`config.mk`:
```
export PLATFORM = sky130hd
export DESIGN_NAME = ffra_ctrl
export DESIGN_NICKNAME = d
export VERILOG_FILES = /design/src/rtl/ffra_pkg.sv /design/src/rtl/ffra_ctrl.sv
export SDC_FILE = /design/constraint.sdc
export NUM_CORES = 1
export LEC_CHECK = 0
export ABC_AREA = 1
export BUFFER_PORTS_ARGS = -buffer_cell sky130_fd_sc_hd__buf_2
export CORE_MARGIN = 4
export CORE_UTILIZATION = 47
export DETAILED_ROUTE_END_ITERATION = 8
export GPL_TIMING_DRIVEN = 0
export PLACE_DENSITY = 0.77
export SLEW_MARGIN = 10
export SYNTH_ARGS = -nofsm -noshare
export SYNTH_HDL_FRONTEND = slang
export SYNTH_SLANG_ARGS = --single-unit
export TNS_END_PERCENT = 100
```
`constraint.sdc`:
```
create_clock -name clock -period 1.9 [get_ports clock]
set_input_delay 0.475 -clock clock [delete_from_list [all_inputs] [get_ports clock]]
set_output_delay 0.475 -clock clock [all_outputs]
set_load 0.03 [all_outputs]
```
`src/rtl/ffra_pkg.sv`:
```
// ----------------------------------------------------------------------------
// ffra_pkg
// Shared types, widths and codes for the first-fit range allocator.
// ----------------------------------------------------------------------------
`default_nettype none

package ffra_pkg;

   // table depth and derived index widths
   localparam int MAX_RANGES = 64;
   localparam int IDX_W      = $clog2(MAX_RANGES);
   localparam int CNT_W      = $clog2(MAX_RANGES + 1);

   // field widths
   localparam int ADDR_W  = 32;
   localparam int SIZE_W  = 33;
   localparam int ALIGN_W = 17;
   localparam int STAT_W  = 2;
   localparam int CSR_W   = 33;
   localparam int CSRI_W  = 1;

   // working width of start/end arithmetic (holds begin + length + roundings)
   localparam int VAL_W = 36;
   localparam int BIT_W = $clog2(VAL_W);

   // register reset values
   localparam logic [SIZE_W-1:0]  PAGE_SIZE_RST   = SIZE_W'(268435456);
   localparam logic [ALIGN_W-1:0] GRANULARITY_RST = ALIGN_W'(1024);

   typedef enum logic [CSRI_W-1:0] {
      CSR_PAGE_SIZE   = 1'b0,
      CSR_GRANULARITY = 1'b1
   } csr_idx_type;

   typedef enum logic {
      OP_ALLOC   = 1'b0,
      OP_RELEASE = 1'b1
   } op_type;

   typedef enum logic [STAT_W-1:0] {
      ST_OK        = 2'd0,
      ST_NO_SPACE  = 2'd1,
      ST_FULL      = 2'd2,
      ST_NOT_FOUND = 2'd3
   } status_type;

   // one table entry
   typedef struct packed {
      logic [ADDR_W-1:0] start_addr;
      logic [SIZE_W-1:0] length;
      logic              linear;
   } entry_type;

   typedef enum logic [1:0] {
      RND_END_GRAN,
      RND_START_GRAN,
      RND_START_ALIGN
   } rnd_tgt_type;

   typedef enum logic [1:0] {
      RA_IDX,
      RA_PTR_DN,
      RA_PTR_UP
   } rd_sel_type;

   typedef enum logic {
      WR_SHIFT,
      WR_NEW
   } wr_sel_type;

   typedef enum logic [2:0] {
      PTR_HOLD,
      PTR_COUNT,
      PTR_IDX,
      PTR_DEC,
      PTR_INC
   } ptr_op_type;

   typedef enum logic [4:0] {
      S_IDLE,
      S_DISPATCH,
      S_AL_CHK,
      S_AL_WAIT,
      S_AL_END,
      S_AL_RND_E,
      S_AL_CMP,
      S_AL_NXT,
      S_AL_RND_G,
      S_AL_ALN,
      S_AL_RND_A,
      S_INS_CHK,
      S_INS_WR,
      S_REL_CHK,
      S_REL_WAIT,
      S_DEL_CHK,
      S_DEL_WR,
      S_FINISH
   } state_type;

   // controller to datapath
   typedef struct packed {
      logic        req_ready;
      logic        rd_en;
      rd_sel_type  rd_sel;
      logic        set_end;
      logic        set_start;
      logic        rnd_go;
      rnd_tgt_type rnd_tgt;
      logic        idx_inc;
      ptr_op_type  ptr_op;
      logic        wr_en;
      wr_sel_type  wr_sel;
      logic        count_inc;
      logic        count_dec;
      logic        res_set;
      status_type  res_status;
      logic        res_use_start;
      logic        rsp_load;
   } cmd_type;

   // datapath to controller
   typedef struct packed {
      logic req_valid;
      logic is_release;
      logic full;
      logic size_zero;
      logic at_count;
      logic differs;
      logic end_fits;
      logic page_ok;
      logic match;
      logic ptr_above;
      logic ptr_last;
      logic rnd_done;
      logic rsp_busy;
   } sts_type;

endpackage

`default_nettype wire

```
`src/rtl/ffra_ctrl.sv`:
```
// ----------------------------------------------------------------------------
// ffra_ctrl
// Sequencer: gap scan, insert shift, release search and delete shift.
// ----------------------------------------------------------------------------
`default_nettype none

module ffra_ctrl
   import ffra_pkg::*;
(
   input  wire logic    clock,
   input  wire logic    reset,
   input  wire sts_type sts,
   output cmd_type      cmd
);

   state_type state_ff, state_in;

   // next state
   always_comb begin
      state_in = state_ff;
      unique case (state_ff)
         S_IDLE:     if (sts.req_valid) state_in = S_DISPATCH;
         S_DISPATCH: begin
            priority if (sts.is_release) state_in = S_REL_CHK;
            else if (sts.full || sts.size_zero) state_in = S_FINISH;
            else state_in = S_AL_CHK;
         end
         S_AL_CHK: begin
            priority if (!sts.at_count) state_in = S_AL_WAIT;
            else if (sts.page_ok) state_in = S_INS_CHK;
            else state_in = S_FINISH;
         end
         S_AL_WAIT:  state_in = S_AL_END;
         S_AL_END:   state_in = sts.differs ? S_AL_RND_E : S_AL_CMP;
         S_AL_RND_E: if (sts.rnd_done) state_in = S_AL_CMP;
         S_AL_CMP: begin
            priority if (!sts.end_fits) state_in = S_AL_NXT;
            else if (sts.page_ok) state_in = S_INS_CHK;
            else state_in = S_FINISH;
         end
         S_AL_NXT:   state_in = sts.differs ? S_AL_RND_G : S_AL_RND_A;
         S_AL_RND_G: if (sts.rnd_done) state_in = S_AL_ALN;
         S_AL_ALN:   state_in = S_AL_RND_A;
         S_AL_RND_A: if (sts.rnd_done) state_in = S_AL_CHK;
         S_INS_CHK:  state_in = sts.ptr_above ? S_INS_WR : S_FINISH;
         S_INS_WR:   state_in = S_INS_CHK;
         S_REL_CHK:  state_in = sts.at_count ? S_FINISH : S_REL_WAIT;
         S_REL_WAIT: state_in = sts.match ? S_DEL_CHK : S_REL_CHK;
         S_DEL_CHK:  state_in = sts.ptr_last ? S_FINISH : S_DEL_WR;
         S_DEL_WR:   state_in = S_DEL_CHK;
         S_FINISH:   if (!sts.rsp_busy) state_in = S_IDLE;
         default:    state_in = S_IDLE;
      endcase
   end

   // outputs
   always_comb begin
      cmd = '0;
      cmd.rd_sel     = RA_IDX;
      cmd.rnd_tgt    = RND_START_ALIGN;
      cmd.ptr_op     = PTR_HOLD;
      cmd.wr_sel     = WR_SHIFT;
      cmd.res_status = ST_OK;
      unique case (state_ff)
         S_IDLE: cmd.req_ready = 1'b1;
         S_DISPATCH: begin
            if (!sts.is_release) begin
               cmd.res_set    = 1'b1;
               cmd.res_status = sts.full ? ST_FULL : ST_NO_SPACE;
            end
         end
         S_AL_CHK: begin
            if (!sts.at_count) begin
               cmd.rd_en = 1'b1;
            end else begin
               cmd.res_set       = 1'b1;
               cmd.res_status    = sts.page_ok ? ST_OK : ST_NO_SPACE;
               cmd.res_use_start = sts.page_ok;
               cmd.ptr_op        = PTR_COUNT;
            end
         end
         S_AL_WAIT: cmd.set_end = 1'b1;
         S_AL_END: begin
            cmd.rnd_go  = sts.differs;
            cmd.rnd_tgt = RND_END_GRAN;
         end
         S_AL_RND_E: cmd.rnd_tgt = RND_END_GRAN;
         S_AL_CMP: begin
            if (!sts.end_fits) begin
               cmd.set_start = 1'b1;
            end else begin
               cmd.res_set       = 1'b1;
               cmd.res_status    = sts.page_ok ? ST_OK : ST_NO_SPACE;
               cmd.res_use_start = sts.page_ok;
               cmd.ptr_op        = PTR_COUNT;
            end
         end
         S_AL_NXT: begin
            cmd.rnd_go  = 1'b1;
            cmd.rnd_tgt = sts.differs ? RND_START_GRAN : RND_START_ALIGN;
         end
         S_AL_RND_G: cmd.rnd_tgt = RND_START_GRAN;
         S_AL_ALN:   cmd.rnd_go  = 1'b1;
         S_AL_RND_A: cmd.idx_inc = sts.rnd_done;
         S_INS_CHK: begin
            if (sts.ptr_above) begin
               cmd.rd_en  = 1'b1;
               cmd.rd_sel = RA_PTR_DN;
            end else begin
               cmd.wr_en     = 1'b1;
               cmd.wr_sel    = WR_NEW;
               cmd.count_inc = 1'b1;
            end
         end
         S_INS_WR: begin
            cmd.wr_en  = 1'b1;
            cmd.ptr_op = PTR_DEC;
         end
         S_REL_CHK: begin
            if (sts.at_count) begin
               cmd.res_set    = 1'b1;
               cmd.res_status = ST_NOT_FOUND;
            end else begin
               cmd.rd_en = 1'b1;
            end
         end
         S_REL_WAIT: begin
            if (sts.match) begin
               cmd.res_set = 1'b1;
               cmd.ptr_op  = PTR_IDX;
            end else begin
               cmd.idx_inc = 1'b1;
            end
         end
         S_DEL_CHK: begin
            if (sts.ptr_last) begin
               cmd.count_dec = 1'b1;
            end else begin
               cmd.rd_en  = 1'b1;
               cmd.rd_sel = RA_PTR_UP;
            end
         end
         S_DEL_WR: begin
            cmd.wr_en  = 1'b1;
            cmd.ptr_op = PTR_INC;
         end
         S_FINISH: cmd.rsp_load = !sts.rsp_busy;
         default: cmd.req_ready = 1'b0;
      endcase
   end

   always_ff @(posedge clock) begin
      if (reset) begin
         state_ff <= S_IDLE;
      end else begin
         state_ff <= state_in;
      end
   end

endmodule

`default_nettype wire

```
==> out/results.ini <==
[status]
status = finished, violations left
violations = setup timing

[clocking]
cts_made_buffers = 3
numClockSinks = 5
cts_tree = yes
clock_latency_ns = 0.26
cts_root_buffer = clkbuf_4
hold_buffers = 0
path_clk_slew_ns = 0.05
clk_path_buf_depth = 2
htreeDepth = 1

[global_routing]
grt.total_usage = 0.269
grt_pass1_wl_mm = 5.09
antenna_found_initial = 0
grt_pass1_vias = 1133
grt_max_degree = 11
overflow = 0

[route]
wl_mm = 3.63
dr.first_iter.drc_count = 56
antenna_left = 0
first_pass_iters = 4
drc = 0
num_vias = 1371
wire_per_inst_um = 14.7
avgViaCountPerCell = 5.55

[logic_synthesis]
syn_inst = 167
synth_cell_types = 26
yosysWarnings = 0
synth.top_cell.area_share = 0.202
ys_ff_latch = 5
yosysSeqAreaShare = 0.117
syn_area_sq_um = 855
synth.avg_cell_area_sq_um = 5.12
synth_largest_area_cell = nand2_1
synth_top_cells_by_area = nand2_1 20%, nand3_1 15%, dfxtp_1 12%, inv_1 11%, nor2_1 10%
syn_nets = 182

[setup_path]
worstPathMaxFanout = 8
path_class = reg2out
start_kind = flip-flop
cp.arrival_ns = 1.54
end_kind = output port
required_ns = 1.42

[pwr]
ir_drop_mv = 0.936
p_sw_frac = 0.556
switchingPower_w = 0.00101
p_comb_frac = 0.800
pwr-share-seq = 0.129
power.density_mw_per_mm2 = 1230
power_frac_clock = 0.071
internal_power_w = 0.000809
power.leakage_nw = 0.856

[floorplanning]
pin_count = 37
die_area_sq_mm = 0.00256
row_count = 15
fp.dieW_um = 50.6
die_y_um = 50.6
floorplan.initialDensity = 0.495
core_sq_mm = 0.00173

[timing]
rsz0062_at_grt = yes
worst_slew_pin_slew_ns = 0.264
tns_ns = -0.705
fin_worst_skew_ns = 0.00470
slew_headroom = 0.824
fin_crit_sh = 1.06
fin_hold_ws_ns = 0.442
max_freq_mhz = 495
worst_slack_ns = -0.119
hold_violations = 0
layout_min_cycle_time_ns = 2.02
setup_viol = 12
slew_viol_final = 0

[cells_and_area]
largestRegisters = state_ff x5
fin_area_sq_mm = 0.00148
final_core_util = 0.859
layout.nets = 238
area_delta_synth_final_pct = 73.5
fill_cells = 111
max_flop_register = state_ff
diodes = 0
drive_gt1_frac = 0.505
largest_register_ffs = 5

[place]
place_ws_ns = 0.0326
port_buffers = 36
dpl-instance-area_sq_mm = 0.00107
dp_hpwl_mm = 2.38
gp_congestion = 0.934

[hold_path]
hp-class = in2reg

[flow_run]
maxCapViolations = 0

==> layout make-up <==
type                    count  area, sq um  share of cell area
plain buffers               3         33.8              0.0228
repair buffers             51          374               0.252
flip-flops and latches      5          114              0.0768
multi-input cells         128          778               0.525
clock inverters             1         5.00             0.00338
inverters                  31          124              0.0835
clock buffers               3         22.5              0.0152
well taps                  25         31.3              0.0211
==> cell families after synthesis <==
group	Yosys count	share of synthesized area
buf+inv	34	0.165
compound gates	13	0.0893
simple gates	115	0.628
flops	5	0.117
==> power by group through the flow <==
| stage | combinational, W | clock [W] | sequential (W) |
|---|---|---|---|
| 2_1_floorplan | 0.000738 | 0 | 0.000171 |
| 3_3_place_gp | 0.000964 | 0 | 0.000177 |
| 3_5_place_dp | 0.000968 | 0 | 0.000177 |
| 4_1_cts | 0.00108 | 0.000128 | 0.000183 |
| 5_1_grt | 0.00155 | 0.000141 | 0.000237 |
| 6_report | 0.00146 | 0.000130 | 0.000235 |
==> timing repair <==
action                                  in CTS  in global routing
pin swaps                                    5                  9
endpoints found under the setup margin      17                 20
cloned                                       0                  1
gates resized for setup                     25                 66
setup buffers                                4                 10
==> worst max-delay path: stages, from the launching register on <==
cell	delay, ns
dfxtp_2	0.32
buf_8	0.14
nor2_4	0.10
nand2_2	0.10
nor2_4	0.14
nand3_1	0.10
nand3_2	0.09
o21bai_1	0.10
buf_4	0.17
==> synth_stat cells (all sizes together) <==
cell	n
nor4	1
nand3	26
nor3b	1
nand4	4
dfxtp	5
nand2	49
or2	1
nor2	32
buf	3
o211ai	1
o21ai	4
inv	31
a31oi	1
a21oi	5
o21bai	1
nand3b	1
o22ai	1
==> path summary, 6_finish.rpt <==
check / from / endpoint / slack (ns) / depth (start not counted)
worst min register to register: state_ff[1] / state_ff[1] / 0.55 / 2
worst min-delay path: reset / state_ff[1] / 0.44 / 2
worst max register to register: state_ff[2] / state_ff[0] / 0.26 / 12
worst max-delay path: state_ff[3] / cmd[2] / -0.12 / 8
==> placed cells by master (no fill, tap or decap), types with 4 or more instances in the layout <==
master and instances:
nand2_1 38, inv_1 22, buf_2 20, buf_4 19
nand3_1 18, nor2_1 15, buf_6 12, nor2_4 9
nor2_2 8, inv_2 8, nand2_2 7, clkbuf_4 5
nand2_4 4, nand3_2 4, nand3_4 4, nand4_1 4
a21oi_1 4
==> per-stage QoR <==
step / cells / power (W)
floorplan: 167 / 0.000909
global placement: 228 / 0.00114
detailed placement: 228 / 0.00114
CTS: 236 / 0.00139
global route: 247 / 0.00193
finish: 247 / 0.00182
==> routing by layer <==
metal | GRT usage | vias up | share of wire
met1 | 0.311 | 615 | 0.37
met5 | 0 | - | 0
met4 | 0.139 | 0 | 0.040
li1 | - | 649 | -
met2 | 0.454 | 90 | 0.49
met3 | 0.0653 | 17 | 0.093
Power figures use the tool's default switching activity.
